### config.mk
export PLATFORM = sky130hd
export DESIGN_NAME = usmp_cmd_queue
export DESIGN_NICKNAME = d
export VERILOG_FILES = /design/src/hw/rtl/usmp_pkg.sv /design/src/hw/rtl/usmp_cmd_queue.sv
export SDC_FILE = /design/constraint.sdc
export NUM_CORES = 1
export LEC_CHECK = 0
export BUFFER_PORTS_ARGS = -buffer_cell sky130_fd_sc_hd__buf_2
export CORE_ASPECT_RATIO = 1.4
export CORE_MARGIN = 2
export CORE_UTILIZATION = 50
export CTS_BUF_LIST = sky130_fd_sc_hd__clkbuf_4
export DETAILED_ROUTE_END_ITERATION = 6
export PLACE_DENSITY = 0.76
export SYNTH_ARGS = -nofsm -noshare
export SYNTH_HDL_FRONTEND = slang
export SYNTH_SLANG_ARGS = --single-unit
### constraint.sdc
create_clock -name clk -period 4.3 [get_ports clk]
set_clock_uncertainty 0.1 [all_clocks]
set_input_delay 0.43 -clock clk [delete_from_list [all_inputs] [get_ports clk]]
set_output_delay 0.43 -clock clk [all_outputs]
set_load 0.02 [all_outputs]
### src/hw/rtl/usmp_pkg.sv
// Shared types and constants of the USB-MIDI sysex group packetizer.
package usmp_pkg;

  localparam int GROUP_MAX    = 7;
  localparam int FILL_W       = 3;
  localparam int STREAM_DEPTH = 16;
  localparam int POS_W        = 4;
  localparam int QUEUE_DEPTH  = 2;

  localparam logic [7:0] SYSEX_START = 8'hF0;
  localparam logic [7:0] SYSEX_END   = 8'hF7;

  typedef enum logic [2:0] {
    CIN_CONT = 3'd4,
    CIN_END1 = 3'd5,
    CIN_END2 = 3'd6,
    CIN_END3 = 3'd7
  } cin_t;

  typedef struct packed {
    logic                         start;
    logic                         flush;
    logic                         end_msg;
    logic [FILL_W-1:0]            count;
    logic [6:0]                   top;
    logic [GROUP_MAX-1:0][6:0]    data;
  } cmd_t;

  typedef struct packed {
    logic full;
    logic head_valid;
  } queue_status_t;

endpackage

### src/hw/rtl/usmp_cmd_queue.sv
// Two-entry command queue between the front end and the packet builder.
module usmp_cmd_queue (
  input  logic                    clk,
  input  logic                    rst_n,
  input  logic                    push,
  input  usmp_pkg::cmd_t          push_cmd,
  input  logic                    pop,
  output usmp_pkg::cmd_t          head,
  output usmp_pkg::queue_status_t status
);
  import usmp_pkg::*;

  cmd_t       mem_r [QUEUE_DEPTH];
  logic       wr_ptr_r, wr_ptr_nxt;
  logic       rd_ptr_r, rd_ptr_nxt;
  logic [1:0] count_r, count_nxt;

  assign status.full       = (count_r == 2'(QUEUE_DEPTH));
  assign status.head_valid = (count_r != 2'd0);
  assign head              = mem_r[rd_ptr_r];

  always_comb begin
    wr_ptr_nxt = push ? !wr_ptr_r : wr_ptr_r;
    rd_ptr_nxt = pop  ? !rd_ptr_r : rd_ptr_r;
    count_nxt  = count_r + 2'(push) - 2'(pop);
  end

  always_ff @(posedge clk) begin
    if (!rst_n) begin
      wr_ptr_r <= 1'b0;
      rd_ptr_r <= 1'b0;
      count_r  <= '0;
    end else begin
      wr_ptr_r <= wr_ptr_nxt;
      rd_ptr_r <= rd_ptr_nxt;
      count_r  <= count_nxt;
    end
  end

  always_ff @(posedge clk) begin
    if (push) begin
      mem_r[wr_ptr_r] <= push_cmd;
    end
  end

endmodule

# Word-level counts from Yosys, hierarchy flattened
# Memory sizes are Yosys's and may differ from the RTL's. A register that Yosys moved wholly into a read port is not among the register bits.
# Index checks and enable logic that the tools add are counted.
# totals
n_memories,1
output_inout_bits,64
ram_bits,124
regBits,4
# op_classes
muxes,4
n_eq_ne,1
n_reduce_logical,3
n_addsub,2
# mem_list
name,words,width,read_ports,rd_ports_with_merged_regs,wr,line_no,rtl
mem_r,2,62,1,1,1,usmp_cmd_queue.sv:13,cmd_t mem_r [QUEUE_DEPTH];
# ops
cell,count
$mux W1,4
$add A2 B1 Y2,1
$eq A2 B2 Y1 const B,1
$logic_not A1 Y1,2
$reduce_bool A2 Y1,1
$sub A2 B1 Y2,1

# Logic depth before layout (Yosys ltp)
# Gate-level depths: netlist of run 1.
# depth
ltp_word,3
ltp_mapped,6
ltp_nobuf,6

# Worst setup path before layout of run 1
# No wires, ideal clock.
# synth_timing
path_type,input port to flip-flop
startpoint,input port push
endpoint,memory mem_r[0][0] (netlist name) (enable)
stages,1
slack_ns,0.520
path_buffers,0
arrival_time_ns,3.190
t_required_ns,3.709
cell_sequence,nor2b_1
# synth_between
elab_chain_len,2
# synth_rtl
element,line_no,rtl
"start, declared",usmp_cmd_queue.sv:5,"input logic push,"
$mux W1,usmp_cmd_queue.sv:41,if (push) begin
$mux W1 (not written as such),usmp_cmd_queue.sv:42,mem_r[wr_ptr_r] <= push_cmd;
"end, declared",usmp_cmd_queue.sv:13,
# No other way between the ends.

==> results of run 1 <==
Yosys cell counts:
library cell | number | area, um^2
buf_6 | 1 | 11.26
nor2b_1 | 4 | 25.02
buf_12 | 6 | 120.1
ha_1 | 2 | 25.02
dfxtp_1 | 5 | 100.1
edfxtp_1 | 124 | 3724
mux2_2 | 2 | 22.52
inv_1 | 2 | 7.510
xnor3_1 | 1 | 22.52
mux2_4 | 60 | 900.9
o21a_1 | 1 | 7.510
and2_1 | 4 | 25.02
or2_2 | 1 | 6.260
xor2_1 | 1 | 8.760
kinds of logic after synthesis:
| group | Yosys count | synth area share, % |
|---|---|---|
| AO/OA/AOI/OAI | 1 | 0.1500 |
| multiplexers | 62 | 18.45 |
| AND/OR/NAND/NOR | 9 | 1.125 |
| buffers and inverters | 9 | 2.774 |
| flip-flops | 129 | 76.38 |
| XOR/XNOR | 2 | 0.6248 |
| adder cells (fa/ha/maj) | 2 | 0.4998 |
registers in the layout, summed over array words and instances (netlist names), named ones only:
signal,flops
count_r,2
mem_r,124
rd_ptr_r,1
wr_ptr_r,1
how the worst max path moves through the flow:
stage	from	end	cells past startpoint
final	flop	head[61]	2
after global routing	flop	head[0]	2
after CTS	flop	head[0]	2
after detailed placement	push	mem_r[1][23]	3
after global placement	push	mem_r[1][21]	3
after floorplan	push	mem_r[0][0]	1
routing by layer:
metal | global-route usage [%] | vias to the layer above
met5 | 0 | -
met2 | 28.48 | 78
met3 | 5.918 | 10
li1 | - | 1259
met4 | 7.102 | 0
met1 | 18.64 | 1249
area by class of cell:
class / instances / area [um^2]
clock inverter: 13 / 143.9
sequential: 129 / 3827
tap: 135 / 168.9
clock buffer: 19 / 142.6
antenna: 1 / 2.502
inverter: 2 / 7.507
multi-input combinational: 76 / 1052
timing repair buffer: 194 / 1289
fill: 680 / 3212
repair_timing:
| action | in CTS | in global routing |
|---|---|---|
| hold buffers | 62 | 0 |
| endpoints found under the hold margin | 124 | 0 |
| resized for setup | 0 | 0 |
| buffers inserted | 0 | 0 |
| setup endpoints to repair | 0 | 0 |
per-stage QoR:
step                      cell area, um^2  setup slack [ns]
final                                6634             1.552
after detailed placement             5724             1.985
after global routing                 6634             1.369
after floorplan                      5006            0.5195
after global placement               5724             2.014
after CTS                            6631             1.446
power groups by stage:
stage                     Combinational [mW]  Sequential (mW)  Clock (mW)
after floorplan                        0.291             1.50           0
after global placement                 0.356             1.53           0
after detailed placement               0.361             1.53           0
after CTS                              0.406             1.50       0.830
after global routing                   0.429             1.51       0.890
final                                  0.402             1.50       0.806
==> metrics.md, run 1 <==
| Metric | Value |
|---|---|
| Finished Layout Cells | ~570 |
| Worst-case reg-to-reg path depth | 2 |
| Metal-1 WL | about 3300 um |
| Hold path depth | 2 |
| Peak supply drop | 0.2924 mV |
| Drt first pass iters | 7 |
| Internal cell power | 2.075 mW |
| Sequential share of the synthesized area | roughly three quarters |
| Period utilization | between 60% and 70% |
| Sum of negative setup slack | 0 ns |
| Most frequent cells in the layout | buf_2 (129), edfxtp_1 (124), dlygate4sd3_1 (62), mux2_4 (60), clkbuf_4 (19) |
| Hold Crit Start | rst_n |
| Vias | 2596 |
| Root buffer cell | clkbuf_4 |
| Io pins | 130 |
| Worst Setup Path Type | flop to output pin |
| Hold Path Class | primary input to flop |
| Dpl hpwl | 5195 um |
| DR top layer | met4 |
| Initial Util | 50.85% |
| Achievable Freq | 364.0 MHz |
| Outcome | complete, no violations |
| Most common cell after layout, fill and taps aside | buf_2 |
| Slowest stage cell, crit path | dfxtp_4 |
| Final setup vio count | 0 |
| Wirelength, routed | 8567 um |
| Met3 wire len | between 300 and 400 um |
| Crit start category | flop |
| # Max-Cap Violations | 0 |
| Post-synth net total | 282 |
| Logic pwr share | 14.8% |
| Total CTS buffers | 17 |
| Global-route wire length before repair | 12930 um |
| Full die area | 10840 um^2 |
| Cell breakdown of the critical path | mux2_2 -> buf_2 |
| Die width | 88.57 um |
| Yosys reg bits | 129 |
| P_sw | 0.6345 mW |
| NumNets Final | between 400 and 500 |
| Hold slack final | between 0.07 and 0.08 ns |
| Seq pwr share | between 50% and 60% |
| Pleak | between 2 and 3 nW |
| Peak per-stage delay on the critical path | 1.13 ns |
| Hold endpoint | wr_ptr_r |
| RSZ-0062 raised after global routing | false |
| Cells after DPL | 474 |
| Final Hold Viols | 0 |
| Final Critical Period | 2.748 ns |
| Slew Limit Fails | 0 |
| Clock-pin transition on the worst setup and hold timing paths | 0.10 ns |
| Tot Pwr | 2.710 mW |
| Clk pwr share | 29.7% |
| Crit-path max FO | just over 60 |
| H-tree depth | 4 |
| Detailed Route Iter0 Violations | 122 |
| Antenna-violating nets left | 0 |
| Cell count after synthesis | between 200 and 250 |
| Layout area overhead | 32.52% |
| Cell family with most CP delay | flip-flops |
| GR Util All Layers | 16.66% |
| Port bufs | 129 |
| WL met2 | 4729 um |
| Core area | between 9000 and 10000 um^2 |
| Worst EP required | 3.77 ns |
| CTS Sinks | 129 |
| Worst Tran Pin Value | about 1.2 ns |
| Worst reg2reg path endpoint | mem_r[1][21] |
| Grt total ovfl | 0 |
| Pin count of the biggest net entering global routing | 63 |
| Vias in the first global route | 2592 |
| Longest Clk Path Bufs | 2 |
| Warnings, synthesis | 0 |
| Final core utilization | just under 70% |
| Die H | 122.4 um |
| Wire length per cell | 15.06 um |
| CTS tree | built |
| Synth unique cells | 14 |
| Worst Path Arrival | between 2 and 2.5 ns |
| Layout cells sized above 1 | between 50% and 60% |
| Via/cell ratio | 4.562 |
| R2r setup slk | 2.15 ns |
| Cell Pwr Density | 408.4 nW/um^2 |
| Max-slew headroom | 22.46% |
| GP Congestion | 0.6981 |
| Net Sw Frac | 23.42% |
| Initial antenna violation count | 1 |
| Clk Latency, worst-skew pair | 0.51 ns |
| Syn Area/Cell | ~23 um^2 |
| R2R Path Start | wr_ptr_r |
| Worst setup EP type | output pin |
| Cell area after synthesis | 5006 um^2 |
| Cell Rows | 43 |
| Drc violations | 0 |
| CP bufs+invs | 1 |
(Power assumes the default switching activity.)
==> run 2: changes to the inputs <==
CORE_UTILIZATION = 49   (was 50)
PLACE_DENSITY = 0.78   (was 0.76)
clock period = 2.22 ns   (was 4.3 ns; I/O delays follow)
==> run 2 against run 1 <==
Compared with the run above:
- sequential power up 90%
- utilization grew 1.9 points
- setup slack worse by 1.3 ns
- register-to-register slack got worse by 1.8 ns
- critical path type unchanged
==> metrics.md, run 2 (same netlist as run 1, synthesis figures left out) <==
| Metric | Value |
|---|---|
| Worst Path Arrival | 1.61 ns |
| Largest regs | mem_r x124, count_r x2 |
| Slack of the critical path | 0.2840 ns |
| CTS tree | built |
| Worst setup EP type | output pin |
| Peak per-stage delay on the critical path | 0.40 ns |
| Final Critical Period | ~1.9 ns |
| Initial antenna violation count | 2 |
| Global-route wire length before repair | approximately 14000 um |
| Die H | 123.6 um |
| Layout cells sized above 1 | 53.17% |
| H-tree depth | 4 |
| Drc violations | 0 |
| Root buffer cell | clkbuf_4 |
| Worst-case reg-to-reg path depth | 6 |
| Core area | 9953 um^2 |
| Pleak | 2.800 nW |
| CTS Sinks | 129 |
| Most common cell after layout, fill and taps aside | buf_2 |
| Cell breakdown of the critical path | buf_12 -> mux2_2 -> buf_2 |
| Via/cell ratio | 4.713 |
| P_sw | about 1.3 mW |
| Final setup vio count | 0 |
| Most frequent cells in the layout | buf_2 (129), edfxtp_1 (124), dlygate4sd3_1 (66), mux2_4 (60), clkbuf_4 (19) |
| Final Hold Viols | 0 |
| Dpl hpwl | 5944 um |
| Seq pwr share | 48.2% |
| Clock-pin transition on the worst setup and hold timing paths | 0.12 ns |
| Achievable Freq | 516.5 MHz |
| Period utilization | 87.21% |
| Placed instance area | 5797 um^2 |
| # Max-Cap Violations | 0 |
| GR Util All Layers | 17.91% |
| Hold slack final | 0.3448 ns |
| Hold Crit Start | push_cmd[32] |
| Drt first pass iters | 5 |
| Peak supply drop | 0.5430 mV |
| Logic pwr share | between 10% and 20% |
| Clk Latency, worst-skew pair | between 0.4 and 0.5 ns |
| Worst Tran Pin Value | 0.4377 ns |
| Most flop-heavy register | mem_r |
| Final Cell Area | roughly 6900 um^2 |
| Slowest stage cell, crit path | dfxtp_4 |
| Worst reg2reg path endpoint | count_r[0] |
| Die width | 89.43 um |
| Total CTS buffers | 17 |
| Net Sw Frac | 21.71% |
| Sum of negative setup slack | 0 ns |
| Slew Limit Fails | 0 |
| NumNets Final | 497 |
| Vias | 2729 |
| Worst EP required | about 1.9 ns |
| Pin count of the biggest net entering global routing | 38 |
| RSZ-0062 raised after global routing | false |
| R2R Path Start | count_r[0] |
| Crit start category | flop |
| Grt total ovfl | 0 |
| Worst Setup Path Type | flop to output pin |
| Max-slew headroom | 70.76% |
| Io pins | 130 |
| R2r setup slk | 0.31 ns |
| Port bufs | 129 |
| Initial Util | 50.30% |
| Crit-path max FO | 20 |
| Outcome | complete, no violations |
| Internal cell power | 4.640 mW |
| GP Congestion | 0.7557 |
| Vias in the first global route | a little under 3k |
| Antenna-violating nets left | 0 |
| Layout area overhead | 37.84% |
| Pre-CTS setup slack | 0.5498 ns |
| Clk pwr share | around 37% |
| Wirelength, routed | 9415 um |
| Max reg flops | 124 |
| Cell Rows | 43 |
| Hold endpoint | mem_r[0][32] |
| Wire length per cell | about 16 um |
| Hold path depth | 2 |
| Cell Pwr Density | 858.9 nW/um^2 |
| Hold Path Class | primary input to flop |
| Full die area | 11050 um^2 |
| Detailed Route Iter0 Violations | around 160 |
| Longest Clk Path Bufs | 2 |
==> run 2: metrics by stage <==
step	utilization (%)	total power, mW	cells
3_5_place_dp	58.24	3.682	477
4_1_cts	69.28	5.978	577
6_report	69.33	5.927	579
5_1_grt	69.33	6.150	579
2_1_floorplan	-	3.458	214
3_3_place_gp	58.24	3.657	477
==> run 2: repair_timing <==
item | in CTS | in global routing
gates resized for setup | 0 | 0
setup buffers | 2 | 0
endpoints found under the hold margin | 129 | 0
endpoints found under the setup margin | 28 | 0
hold buffers | 66 | 0
==> run 2: cell type report <==
| class | instances | area (um^2) |
|---|---|---|
| Sequential cell | 129 | 3827 |
| Fill cell | 672 | 3053 |
| Timing Repair Buffer | 203 | 1416 |
| Multi-Input combinational cell | 76 | 1052 |
| Clock inverter | 13 | 280.3 |
| Tap cell | 135 | 168.9 |
| Clock buffer | 19 | 142.6 |
| Inverter | 2 | 7.507 |
| Antenna cell | 2 | 5.005 |
==> run 2: worst max-delay path by stage <==
stage | startpoint | end | cells after the start
2_1_floorplan | wr_ptr_r | mem_r[0][0] | 1
3_3_place_gp | flop | head[57] | 3
3_5_place_dp | flop | head[57] | 3
4_1_cts | flop | head[57] | 3
5_1_grt | flop | head[61] | 3
6_report | flop | head[61] | 3
==> run 2: routing by layer <==
layer  routed length (um)  global-route usage, %  vias to the layer above
met5                    0                      0                        -
met2                 5343                  32.13                      112
met1                 3319                  18.03                     1319
li1                     -                      -                     1276
met3                  436                  5.434                       22
met4                  316                  9.888                        0
==> run 2: worst max-delay path: cells and delay by family, from the launching register on <==
kind,cells,cell delay (ns)
DFF,1,0.40
muxes,1,0.35
buffers and inverters,2,0.36
==> run 2: power groups by stage <==
stage / clock [mW] / combinational (mW) / sequential (mW)
floorplan: 0 / 0.564 / 2.89
global placement: 0 / 0.742 / 2.91
detailed placement: 0 / 0.757 / 2.93
CTS: 2.25 / 0.874 / 2.85
global route: 2.35 / 0.929 / 2.87
finish: 2.20 / 0.869 / 2.85
