**src/hw/rtl/usmp_pkg.sv**
```systemverilog
// Shared types and constants of the USB-MIDI sysex group packetizer.
package usmp_pkg;

  localparam int GROUP_MAX    = 7;
  localparam int FILL_W       = 3;
  localparam int STREAM_DEPTH = 16;
  localparam int POS_W        = 4;
  localparam int QUEUE_DEPTH  = 2;

  localparam logic [7:0] SYSEX_START = 8'hF0;
  localparam logic [7:0] SYSEX_END   = 8'hF7;

  typedef enum logic [2:0] {
    CIN_CONT = 3'd4,
    CIN_END1 = 3'd5,
    CIN_END2 = 3'd6,
    CIN_END3 = 3'd7
  } cin_t;

  typedef struct packed {
    logic                         start;
    logic                         flush;
    logic                         end_msg;
    logic [FILL_W-1:0]            count;
    logic [6:0]                   top;
    logic [GROUP_MAX-1:0][6:0]    data;
  } cmd_t;

  typedef struct packed {
    logic full;
    logic head_valid;
  } queue_status_t;

endpackage

```
**src/hw/rtl/usmp_if.sv**
```systemverilog
// Valid/ready channel interfaces for input bytes and output packets.
interface usmp_in_if;
  logic       valid;
  logic       ready;
  logic [7:0] data_byte;
  logic       is_last;
  logic       empty_message;

  modport source (output valid, data_byte, is_last, empty_message, input ready);
  modport sink   (input valid, data_byte, is_last, empty_message, output ready);
endinterface


```
**src/hw/rtl/usmp_front.sv**
```systemverilog
// Front end: gathers data bytes into groups and issues flush/end commands.
module usmp_front (
  input  logic                 clk,
  input  logic                 rst_n,
  usmp_in_if.sink              in_ch,
  input  usmp_pkg::queue_status_t q_status,
  output usmp_pkg::cmd_t       cmd,
  output logic                 cmd_push
);
  import usmp_pkg::*;

  logic [FILL_W-1:0] fill_r, fill_nxt;
  logic [6:0]        top_r, top_nxt;
  logic              f0_sent_r, f0_sent_nxt;
  logic [6:0]        gdata_r [GROUP_MAX];

  logic              accept;
  logic [FILL_W-1:0] fill_inc;
  logic [6:0]        top_add;
  logic              group_done;

  assign in_ch.ready = !q_status.full;
  assign accept      = in_ch.valid && in_ch.ready;
  assign fill_inc    = fill_r + FILL_W'(1);
  assign top_add     = in_ch.data_byte[7] ? (7'h40 >> fill_r) : 7'd0;
  assign group_done  = !in_ch.empty_message &&
                       (fill_inc == FILL_W'(GROUP_MAX) || in_ch.is_last);
  assign cmd_push    = accept && (in_ch.empty_message || group_done);

  always_comb begin
    cmd.start = !f0_sent_r;
    if (in_ch.empty_message) begin
      cmd.flush   = (fill_r != '0);
      cmd.end_msg = 1'b1;
      cmd.count   = fill_r;
      cmd.top     = top_r;
      for (int i = 0; i < GROUP_MAX; i++) begin
        cmd.data[i] = gdata_r[i];
      end
    end else begin
      cmd.flush   = 1'b1;
      cmd.end_msg = in_ch.is_last;
      cmd.count   = fill_inc;
      cmd.top     = top_r | top_add;
      for (int i = 0; i < GROUP_MAX; i++) begin
        cmd.data[i] = (FILL_W'(i) == fill_r) ? in_ch.data_byte[6:0] : gdata_r[i];
      end
    end
  end

  always_comb begin
    fill_nxt    = fill_r;
    top_nxt     = top_r;
    f0_sent_nxt = f0_sent_r;
    if (accept) begin
      if (cmd_push) begin
        fill_nxt    = '0;
        top_nxt     = '0;
        f0_sent_nxt = !cmd.end_msg;
      end else begin
        fill_nxt = fill_inc;
        top_nxt  = top_r | top_add;
      end
    end
  end

  always_ff @(posedge clk) begin
    if (!rst_n) begin
      fill_r    <= '0;
      top_r     <= '0;
      f0_sent_r <= 1'b0;
    end else begin
      fill_r    <= fill_nxt;
      top_r     <= top_nxt;
      f0_sent_r <= f0_sent_nxt;
    end
  end

  always_ff @(posedge clk) begin
    if (accept && !in_ch.empty_message) begin
      gdata_r[fill_r] <= in_ch.data_byte[6:0];
    end
  end

endmodule

```
**src/flat_wrapper.sv**
```systemverilog
// flat-port wrapper written by rule: the top's interface ports become plain ports
module usmp_front_flat import usmp_pkg::*;
  (clk, rst_n, q_status, cmd, cmd_push, in_ch_valid, in_ch_data_byte, in_ch_is_last, in_ch_empty_message, in_ch_ready);
  usmp_in_if in_ch_i ();
  input  logic clk;
  input  logic rst_n;
  input  usmp_pkg::queue_status_t q_status;
  output usmp_pkg::cmd_t cmd;
  output logic cmd_push;
  input wire logic [$bits(in_ch_i.valid)-1:0] in_ch_valid;
  input wire logic [$bits(in_ch_i.data_byte)-1:0] in_ch_data_byte;
  input wire logic [$bits(in_ch_i.is_last)-1:0] in_ch_is_last;
  input wire logic [$bits(in_ch_i.empty_message)-1:0] in_ch_empty_message;
  output wire logic [$bits(in_ch_i.ready)-1:0] in_ch_ready;
  assign in_ch_i.valid = in_ch_valid;
  assign in_ch_i.data_byte = in_ch_data_byte;
  assign in_ch_i.is_last = in_ch_is_last;
  assign in_ch_i.empty_message = in_ch_empty_message;
  assign in_ch_ready = in_ch_i.ready;
  usmp_front u_core (.clk(clk), .rst_n(rst_n), .in_ch(in_ch_i), .q_status(q_status), .cmd(cmd), .cmd_push(cmd_push));
endmodule
```
**config.mk**
```make
export PLATFORM = sky130hd
export DESIGN_NAME = usmp_front_flat
export DESIGN_NICKNAME = d
export VERILOG_FILES = /design/src/hw/rtl/usmp_pkg.sv /design/src/hw/rtl/usmp_if.sv /design/src/hw/rtl/usmp_front.sv /design/src/flat_wrapper.sv
export SDC_FILE = /design/constraint.sdc
export NUM_CORES = 1
export LEC_CHECK = 0
export BUFFER_PORTS_ARGS = -buffer_cell sky130_fd_sc_hd__buf_2
export CAP_MARGIN = 40
export CORE_ASPECT_RATIO = 2
export CORE_MARGIN = 3
export CORE_UTILIZATION = 39
export DETAILED_ROUTE_END_ITERATION = 12
export GPL_ROUTABILITY_DRIVEN = 0
export MAX_ROUTING_LAYER = met4
export PLACE_DENSITY = 0.66
export RECOVER_POWER = 100
export SYNTH_ARGS = -nofsm -noshare
export SYNTH_HDL_FRONTEND = slang
export SYNTH_SLANG_ARGS = --single-unit
```
**constraint.sdc**
```tcl
create_clock -name clk -period 2.8 [get_ports clk]
set_input_delay 0.56 -clock clk [delete_from_list [all_inputs] [get_ports clk]]
set_output_delay 0.56 -clock clk [all_outputs]
set_load 0.05 [all_outputs]
```
* Word-level counts from Yosys, hierarchy flattened
Memories as Yosys holds them, arrays and structs flattened. Cells that the tools add are included.
Word-level totals: register bits 11, input port bits 15, memories kept 1, bits in writable memories 49, logic and storage cells 40, output and inout port bits 64
Memories:
- u_core.gdata_r | depth 7, width 7, rd ports 7, clocked after memory_dff 0, write ports 1, line usmp_front.sv:15 | logic [6:0] gdata_r [GROUP_MAX];
Operators by class: reduce and logical (&&, ||, !) cells 13, equality and inequality tests 7, shift operators 1, bitwise gates (word level) 1, $add $sub $neg 1, muxes and demuxes 13
Operators by type and width (count):
- 2-to-1 mux 7 bit | 9
- 2-to-1 mux 61 bit | 1
- == test 3 bit (first input constant) | 3
- OR 7 bit | 1
- >> shifter 7 x 3 -> 7 bit (first input constant) | 1
- == test 2 x 3 -> 1 bit (first input constant) | 2
- logical AND 1 bit | 4
- zero test 1 bit | 4
- adder 3 x 1 -> 3 bit (second input constant) | 1
- == test 1 x 3 -> 1 bit (first input constant) | 1
- == test 3 bit (second input constant) | 1
- zero test 3 bit | 1
- 2-to-1 mux 3 bit | 1
- nonzero test 3 bit | 1
- logical OR 1 bit | 2
- 2-to-1 mux 1 bit | 2
- AND reduction 2 bit | 1

* Depth between registers and ports, before layout
Gate-level depths: netlist (run 1).
depth in word-level cells 7, gate-level depth with buffers 7

* Worst setup path before layout (run 1)
OpenSTA, ideal clock, no wires.
kind input to output, start input port in_ch_empty_message, end output port cmd_push, arrival time 1.929 ns, cell stages on the path 3, path slack 0.311 ns, path through buf_2 > nor2_1 > o21ai_0
On the way: word-level cells in the longest chain between the ends 4
RTL lines:
- start: declaration | line flat_wrapper.sv:13 | input wire logic [$bits(in_ch_i.empty_message)-1:0] in_ch_empty_message;
- zero test 1 bit | line usmp_front.sv:26 | assign group_done = !in_ch.empty_message &&
- logical AND 1 bit | line usmp_front.sv:26
- logical OR 1 bit * | line usmp_front.sv:28 | assign cmd_push = accept && (in_ch.empty_message || group_done);
- logical AND 1 bit * | line usmp_front.sv:28
- end: declaration | line flat_wrapper.sv:9 | output logic cmd_push;
Every way passes the cells marked *; elsewhere a longest branch is shown, timed or not.

==> results of run 1 <==
-- worst max path at each step --
stage	start	end	slack, ps	cells past startpoint
6_report	u_core.fill_r[0]$_SDFFE_PN0P_	cmd[2]	90	7
5_1_grt	in_ch_empty_message	cmd[37]	10	5
3_5_place_dp	in_ch_empty_message	cmd[39]	310	5
2_1_floorplan	in_ch_empty_message	cmd_push	310	3
4_1_cts	u_core.fill_r[0]$_SDFFE_PN0P_	cmd[1]	40	7
3_3_place_gp	in_ch_empty_message	cmd[39]	330	5
-- layer usage --
layer / GRT usage, % / part of all wire [%] / vias to the layer above
li1: - / - / 899
met1: 17.1 / 37 / 885
met2: 28.9 / 57 / 54
met3: 2.94 / 3.8 / 11
met4: 8.80 / 2.7 / 0
met5: - / 0 / -
-- worst max-delay path, cell delays in order (launching register included) --
cell	delay, ps
dfxtp_1	450
inv_1	140
ha_4	210
and2b_1	190
nor2b_1	150
buf_4	190
mux2_2	260
clkbuf_2	230
-- cell families after synthesis --
family	share of synthesized area (%)
AO/OA/AOI/OAI	5.07
multiplexers	20.5
flip-flops	60.6
AND/OR/NAND/NOR	8.16
XOR/XNOR	0.314
buffers and inverters	3.05
adder cells (fa/ha/maj)	2.24
-- where the power goes --
part	internal [W]	total (W)	leakage [nW]	switching, W
logic	0.0000455	0.000183	0.680	0.000137
registers	0.000973	0.000976	0.531	0.00000301
clock network	0.000572	0.000902	0.123	0.000330
-- metrics by stage --
stage	instances	instance area (µm²)	hold slack [ps]	util, %	power, W
floorplan	195	2790	431	-	0.00112
global placement	361	3300	445	47.5	0.00118
detailed placement	361	3300	450	47.5	0.00118
CTS	375	3550	458	51.1	0.00209
global route	375	3500	496	50.4	0.00213
finish	375	3500	454	50.4	0.00206
-- layout make-up --
cell class,instances,area (µm²),area share [%]
inverter,7,26.3,0.751
clock buffer,9,225,6.43
timing repair buffer,86,402,11.5
tap,90,113,3.22
clock inverter,5,21.3,0.608
multi-input combinational,118,1020,29.2
sequential,60,1690,48.4
-- synthesized netlist by cell type, drive strengths merged --
cell	n
a21oi	8
a31o	6
a31oi	3
and2	2
and2b	2
and3b	1
buf	8
clkbuf	2
dfxtp	11
edfxtp	49
ha	5
inv	7
mux2	50
mux2i	1
nand2	11
nand2b	3
nand4bb	1
nor2	11
nor2b	2
nor3	3
nor4	2
nor4bb	1
o211ai	1
o21ai	2
o21bai	1
or3	1
xnor2	1
-- registers in the layout, indices dropped and copies added (netlist names) --
name and cells:
u_core.gdata_r 49, u_core.top_r 7, u_core.fill_r 3, u_core.f0_sent_r 1
==> flow_summary_export.csv, run 1 <==
group,metric,value,unit
outcome,status,"finished clean",
placed_design,io_buffers,77,
sta,setup_violations,0,
floorplan,io_pins,79,
sta,min_period_over_period,96.7,%
clock_tree,numCtsBuffers,9,
yosys,synth_top_area_share,52.7,%
floorplan,dieArea,8270,µm²
yosys,synth_fp_nets,215,
sta,tns,0,ps
clock_tree,cts.sinks,60,
drt,firstDrtPassIters,4,
hold_path,min_path_cells,2,
clock_tree,htreeDepth,3,
clock_tree,clock-root-buffer,"clkbuf_16",
global_route,grt_pass1_vias,1850,
sta,slew_viol_final,0,
sta,worst_pin_slew,737,ps
yosys,synth_top_cell_by_area,"edfxtp_1",
yosys,yosysUniqueCellTypes,31,
hold_path,min_from,"u_core.f0_sent_r$_SDFFE_PN0P_",
drt,drc,0,
global_route,grt_pass1_wl,9.74,mm
power,vdd_ir_drop_max,256,µV
critical_path,crit_type,"flop to output port",
floorplan,die_x,65.8,µm
hold_path,holdCritPathClass,"flop to flop",
drt,routed_via_density,4.93,
sta,fmax,369,MHz
floorplan,core,6940,µm²
final_layout,fin_nets,302,
clock_tree,clockBufferDepth,2,
final_layout,fillerInstances,652,
critical_path,start_kind,"flop",
clock_tree,cts_resized,1,
sta,setup_slack,93.5,ps
critical_path,rr_startpoint,"u_core.fill_r[0]$_SDFFE_PN0P_",
critical_path,worstSetupEndpointType,"output port",
final_layout,syn2layout_area_growth,25.5,%
critical_path,required,2240,ps
drt,drtIter0Drc,83,
final_layout,final_common_cell,"edfxtp_1",
yosys,syn_area_per_cell,14.3,µm²
drt,routedWlPerCell,16.7,µm
floorplan,die_h,126,µm
sta,finalWorstPathRequiredPeriod,2710,ps
yosys,synth.area.top_cells,"edfxtp_1, mux2_2, dfxtp_1",
critical_path,path_max_fanout,7,
final_layout,layout_common_cells,"edfxtp_1, mux2_2, clkbuf_2",
sta,rsz0062_at_grt,"no",
yosys,syn_area,2790,µm²
power,powerDensity,589,nW/µm²
placed_design,dp_slack,313,ps
drt,vias,1849,
clock_tree,clk_pin_slew,50,ps
critical_path,arrival,2150,ps
global_route,antenna_found_initial,0,
critical_path,reg2reg_slack,830,ps
final_layout,n_antenna_cell,0,
global_route,grt_start_max_net_pins,15,
clock_tree,cts_tree,"built",
drt,drtAntennaViolNets,0,
yosys,yosysWarnings,0,
power,leakage,1.33,nW
yosys,synth_cells,195,
floorplan,initial_utilization,40.2,%
global_route,overflow,0,
sta,slew-limit-headroom,50.6,%
drt,wl,6.25,mm
critical_path,rr_endpoint,"u_core.top_r[1]$_SDFFE_PN0P_",
critical_path,reg2regPathDepth,6,
yosys,ys_ff_latch,60,
placed_design,hpwlAfterDp,4.61,mm
yosys,ys_seq_area_share,60.6,%
clock_tree,postCtsHoldBufs,0,
sta,finalClockSkew,7.53,ps
hold_path,hold_path_end,"u_core.f0_sent_r$_SDFFE_PN0P_",
global_route,track_usage,16.6,%
clock_tree,cts_setup_buffers,0,
sta,hold_viol,0,
floorplan,rows,43,
job,drv_cap,0,
clock_tree,insertion_delay,320,ps
final_layout,drive_gt1_share,45.3,%
Note: power is estimated with default switching activity, not from simulation.
==> inputs of run 2 (changes only) <==
Settings changed: ABC_AREA set to 1.
==> run 2 against run 1 <==
  * Global-route usage increased by 0.42 points
  * Register-to-register slack improved by 270 ps
  * Wire length increased by 4.5%
  * Synthesized cell count increased by 43%
  * Clock skew decreased by 1.2 ps
  * Sequential share of layout area decreased by 0.21 points
  * Critical path type unchanged
==> flow_summary_export.csv, run 2 <==
group,metric,value,unit
critical_path,path_max_fanout,14,
final_layout,seqCellArea,1690,µm²
critical_path,rr_startpoint,"u_core.fill_r[0]$_SDFFE_PN0P_",
sta,slew-limit-headroom,59.5,%
final_layout,n_antenna_cell,0,
global_route,grt_start_max_net_pins,15,
clock_tree,clockBufferDepth,2,
critical_path,start_kind,"flop",
power,vdd_ir_drop_max,316,µV
yosys,synth-edff-count,49,
floorplan,core,6990,µm²
power,leakage,1.46,nW
yosys,synth.area.top_cells,"edfxtp_1, nand2_1, dfxtp_1",
drt,vias,2187,
critical_path,required,2240,ps
power,clkPwrFrac,48.6,%
drt,routed_via_density,4.78,
final_layout,regMostFlops,"u_core.gdata_r",
drt,routedWlPerCell,14.3,µm
critical_path,reg2reg_slack,1100,ps
critical_path,reg2regPathDepth,8,
critical_path,worstSetupEndpointType,"output port",
drt,wl,6.54,mm
floorplan,dieArea,8340,µm²
drt,drtAntennaViolNets,0,
final_layout,fin_nets,383,
critical_path,crit_type,"flop to output port",
critical_path,rr_endpoint,"u_core.top_r[4]$_SDFFE_PN0P_",
power,p_switching,0.000516,W
power,seqPwrFrac,42.5,%
global_route,grt_pass1_vias,2079,
yosys,syn_area,2820,µm²
hold_path,hold_path_end,"u_core.f0_sent_r$_SDFFE_PN0P_",
yosys,yosysWarnings,0,
final_layout,drive_gt1_share,23.4,%
floorplan,io_pins,79,
clock_tree,numCtsBuffers,9,
clock_tree,clk_pin_slew,50,ps
sta,worst_pin_slew,610,ps
floorplan,die_h,126,µm
final_layout,final_common_cell,"nand2_1",
sta,setup_violations,0,
yosys,synth_most_common_cell,"nand2_1",
placed_design,hpwlAfterDp,5.02,mm
final_layout,reg_top3,"u_core.gdata_r: 49 flops, u_core.top_r: 7 flops, u_core.fill_r: 3 flops",
final_layout,utilization,50.2,%
yosys,yosys_most_used_dff,"edfxtp_1",
power,powerDensity,653,nW/µm²
sta,finalWorstPathRequiredPeriod,2620,ps
placed_design,placed_area,3280,µm²
final_layout,layout_common_cells,"nand2_1, edfxtp_1, clkbuf_2",
final_layout,largest_register_ffs,49,
drt,drc,0,
outcome,status,"finished clean",
clock_tree,cts.sinks,60,
clock_tree,clock-root-buffer,"clkbuf_16",
final_layout,multi_input_area,936,µm²
placed_design,io_buffers,77,
global_route,grt_pass1_wl,10.1,mm
yosys,synth_cells,278,
hold_path,holdCritPathClass,"flop to flop",
global_route,overflow,0,
final_layout,syn2layout_area_growth,24.7,%
sta,rsz0062_at_grt,"no",
sta,min_period_over_period,93.6,%
global_route,track_usage,17.0,%
critical_path,arrival,2060,ps
power,intPower,0.00178,W
yosys,async_flop_share,0,%
yosys,synth_top_area_share,52.2,%
sta,fmax,381,MHz
floorplan,rows,43,
sta,hold_viol,0,
hold_path,min_path_cells,2,
yosys,synth_fp_nets,298,
power,swShare,22.5,%
sta,finalClockSkew,6.30,ps
final_layout,finalInstanceArea,3510,µm²
clock_tree,htreeDepth,3,
clock_tree,postCtsHoldBufs,0,
job,drv_cap,0,
global_route,antenna_found_initial,0,
yosys,ys_seq_area_share,60.1,%
floorplan,die_x,66.1,µm
drt,drtIter0Drc,59,
sta,tns,0,ps
floorplan,initial_utilization,40.3,%
hold_path,min_from,"u_core.f0_sent_r$_SDFFE_PN0P_",
yosys,synthTopCellsByCount,"nand2_1, edfxtp_1, nor2_1, o21ai_1, inv_1",
clock_tree,insertion_delay,320,ps
final_layout,fillerInstances,680,
yosys,synth_top_cell_by_area,"edfxtp_1",
yosys,yosysUniqueCellTypes,24,
yosys,syn_area_per_cell,10.1,µm²
yosys,ys_ff_latch,60,
power,p_comb_share,8.8,%
drt,firstDrtPassIters,4,
sta,slew_viol_final,0,
clock_tree,cts_tree,"built",
clock_tree,cts_setup_buffers,0,
## run 2: cell count changes in the layout (fill, tap and decap cells not counted), moves of 7 or more
cell,change
mux2_2,-48
o21ai_0,+16
nand3_1,+7
nor2_1,+17
inv_1,+12
nand2_1,+66
a21oi_1,-7
o21ai_1,+28
## run 2: layer usage
| metal | wire length, µm | part of all wire, % | vias to the layer above | global-route usage, % |
|---|---|---|---|---|
| met2 | 3870 | 59 | 62 | 32.2 |
| li1 | - | - | 1112 | - |
| met1 | 2280 | 35 | 1007 | 15.7 |
| met4 | 89 | 1.4 | 0 | 6.83 |
| met3 | 304 | 4.7 | 6 | 3.66 |
| met5 | 0 | 0 | - | - |
## run 2: power by group through the flow
| stage | Combinational, W | Clock (W) | Sequential, W |
|---|---|---|---|
| 3_3_place_gp | 0.000210 | 0 | 0.000993 |
| 5_1_grt | 0.000218 | 0.00118 | 0.000976 |
| 6_report | 0.000203 | 0.00112 | 0.000976 |
| 2_1_floorplan | 0.000150 | 0 | 0.000993 |
| 4_1_cts | 0.000212 | 0.00114 | 0.000976 |
| 3_5_place_dp | 0.000211 | 0 | 0.000993 |
## run 2: kinds of logic after synthesis
logic type / Yosys count / synth area share, %
simple gates: 122 / 19.6
flops: 60 / 60.1
compound gates: 59 / 11.8
buf+inv: 31 / 6.00
fa+ha+maj: 5 / 2.22
xor+xnor: 1 / 0.311
## run 2: how the worst max path moves through the flow
stage / from / end / slack (ps) / cells after the start
detailed placement: in_ch_empty_message / cmd[17] / 320 / 5
global route: u_core.fill_r[0]$_SDFFE_PN0P_ / cmd[6] / 30 / 7
CTS: u_core.fill_r[0]$_SDFFE_PN0P_ / cmd[17] / 140 / 5
floorplan: u_core.fill_r[0]$_SDFFE_PN0P_ / cmd[14] / 60 / 5
finish: u_core.fill_r[0]$_SDFFE_PN0P_ / cmd[3] / 180 / 7
global placement: in_ch_empty_message / cmd[17] / 330 / 5
## run 2: final cells by class
cell class,count,area share [%]
flip-flops and latches,60,48.1
multi-input cells,187,26.6
repair buffers,84,11.0
clock buffers,10,6.52
well taps,90,3.21
clock inverters,6,2.24
inverters,21,2.24
## run 2: worst max-delay path: stages (launching register included)
cell and delay [ps]:
dfxtp_1 360, inv_1 200, ha_1 330, inv_1 110, nor2_4 130, nand2_4 140, o21ai_2 170, clkbuf_2 300
## run 2: stage by stage
stage	instances	hold slack, ps	worst slack [ps]	power [W]
floorplan	278	434	61.9	0.00114
global placement	442	440	326	0.00120
detailed placement	442	452	323	0.00120
CTS	458	460	144	0.00233
global route	458	491	28.1	0.00237
finish	458	455	178	0.00229
## run 2: timing repair
| action | CTS | global route |
|---|---|---|
| endpoints found under the setup margin | 0 | 3 |
| gates resized for setup | 0 | 1 |
| endpoints found under the hold margin | 0 | 0 |
==> inputs of run 3 (changes only) <==
Settings changed: CORE_MARGIN 3 to 4.
==> run 3 against run 2 <==
  * Cell count stayed put
  * Global-route usage is 0.24 points higher
  * Largest cell class unchanged
  * Critical endpoint is now cmd[17]
  * Critical path type unchanged
  * Highest routed layer unchanged
  * Sequential cell count stayed put
==> flow_summary_export.csv, run 3 (same netlist as run 2, synthesis figures left out) <==
group,metric,value,unit
drt,vias,2186,
final_layout,layout_common_cells,"nand2_1, edfxtp_1, clkbuf_2",
sta,slew-limit-headroom,55.2,%
sta,setup_violations,0,
clock_tree,clk_pin_slew,50,ps
sta,finalClockSkew,6.95,ps
floorplan,rows,43,
global_route,grt_start_max_net_pins,15,
clock_tree,numCtsBuffers,9,
drt,drtAntennaViolNets,0,
global_route,overflow,0,
global_route,grt_pass1_vias,2078,
clock_tree,postCtsHoldBufs,0,
floorplan,die_h,128,µm
clock_tree,cts_setup_buffers,0,
final_layout,drive_gt1_share,22.3,%
placed_design,hpwlAfterDp,5.12,mm
final_layout,largest_register_ffs,49,
drt,firstDrtPassIters,4,
clock_tree,cts_tree,"built",
sta,tns,0,ps
final_layout,n_antenna_cell,0,
job,drv_cap,0,
floorplan,core,6990,µm²
critical_path,crit_type,"flop to output port",
final_layout,utilization,50.2,%
floorplan,initial_utilization,40.3,%
floorplan,die_x,68.1,µm
floorplan,io_pins,79,
final_layout,regMostFlops,"u_core.gdata_r",
sta,worst_pin_slew,670,ps
sta,finalWorstPathRequiredPeriod,2620,ps
drt,wl,6.78,mm
sta,slew_viol_final,0,
critical_path,start_kind,"flop",
critical_path,required,2240,ps
drt,routedWlPerCell,14.8,µm
sta,min_period_over_period,93.7,%
drt,drtIter0Drc,101,
drt,routed_via_density,4.77,
drt,drc,0,
final_layout,fin_nets,383,
global_route,grt_pass1_wl,10.4,mm
final_layout,reg_top3,"u_core.gdata_r: 49 flops, u_core.top_r: 7 flops, u_core.fill_r: 3 flops",
clock_tree,cts.sinks,60,
power,vdd_ir_drop_max,446,µV
sta,fmax,381,MHz
final_layout,syn2layout_area_growth,24.6,%
critical_path,path_max_fanout,14,
floorplan,dieArea,8730,µm²
critical_path,reg2regPathDepth,3,
sta,rsz0062_at_grt,"no",
placed_design,io_buffers,77,
clock_tree,clock-root-buffer,"clkbuf_16",
global_route,track_usage,17.3,%
hold_path,min_path_cells,2,
final_layout,final_common_cell,"nand2_1",
clock_tree,cts_resized,0,
global_route,antenna_found_initial,0,
clock_tree,insertion_delay,320,ps
critical_path,worstSetupEndpointType,"output port",
clock_tree,clockBufferDepth,2,
critical_path,reg2reg_slack,1100,ps
sta,hold_viol,0,
power,leakage,1.45,nW
critical_path,arrival,2060,ps
clock_tree,htreeDepth,3,
hold_path,holdCritPathClass,"flop to flop",
power,powerDensity,632,nW/µm²
outcome,status,"finished clean",
==> run 3: cell types whose count changed in the layout (fill, tap and decap cells not counted), moves of 2 or more <==
| cell | change |
|---|---|
| buf_2 | -3 |
| nand3_2 | -2 |
| clkbuf_1 | +2 |
| nand3_4 | +2 |
==> run 3: worst max-delay path, cell delays in order, from the launching register on <==
cell      delay [ps]
dfxtp_1          360
inv_1            200
ha_2             320
nand3_2          250
o21ai_0          290
clkbuf_2         320
==> run 3: final cells by class <==
cell class                      instances  area, µm²
Fill cell                             691       3490
Sequential cell                        60       1690
Tap cell                               90        113
Multi-Input combinational cell        187        956
Clock buffer                           10        229
Timing Repair Buffer                   84        385
Clock inverter                          6       55.1
Inverter                               21       78.8
==> run 3: worst paths after layout <==
| path | from | end |
|---|---|---|
| worst max register to register | u_core.fill_r[0]$_SDFFE_PN0P_ | u_core.gdata_r[2][3]$_DFFE_PP_ |
| worst min-delay path | u_core.f0_sent_r$_SDFFE_PN0P_ | u_core.f0_sent_r$_SDFFE_PN0P_ |
| worst min register to register | u_core.f0_sent_r$_SDFFE_PN0P_ | u_core.f0_sent_r$_SDFFE_PN0P_ |
| worst max-delay path | u_core.fill_r[0]$_SDFFE_PN0P_ | cmd[17] |
==> run 3: routing by layer <==
metal	GRT usage, %	routed length [µm]
met1	15.2	2370
met2	32.5	3990
met3	4.65	372
met4	7.03	51
met5	-	0
==> run 3: through the flow <==
stage | cell area, µm² | worst slack (ps) | total power (W) | hold slack [ps] | std cells
final | 3510 | 175 | 0.00222 | 456 | 458
after detailed placement | 3280 | 331 | 0.00121 | 445 | 442
after CTS | 3560 | 65.5 | 0.00225 | 452 | 458
after global routing | 3510 | 32.0 | 0.00229 | 464 | 458
after global placement | 3280 | 364 | 0.00120 | 438 | 442
after floorplan | 2820 | 61.9 | 0.00114 | 434 | 278
==> run 3: power breakdown <==
part,leakage [nW],internal (W),switching [W]
clock,0.137,0.000678,0.000358
combinational,0.780,0.0000383,0.000167
sequential,0.531,0.000973,0.00000320
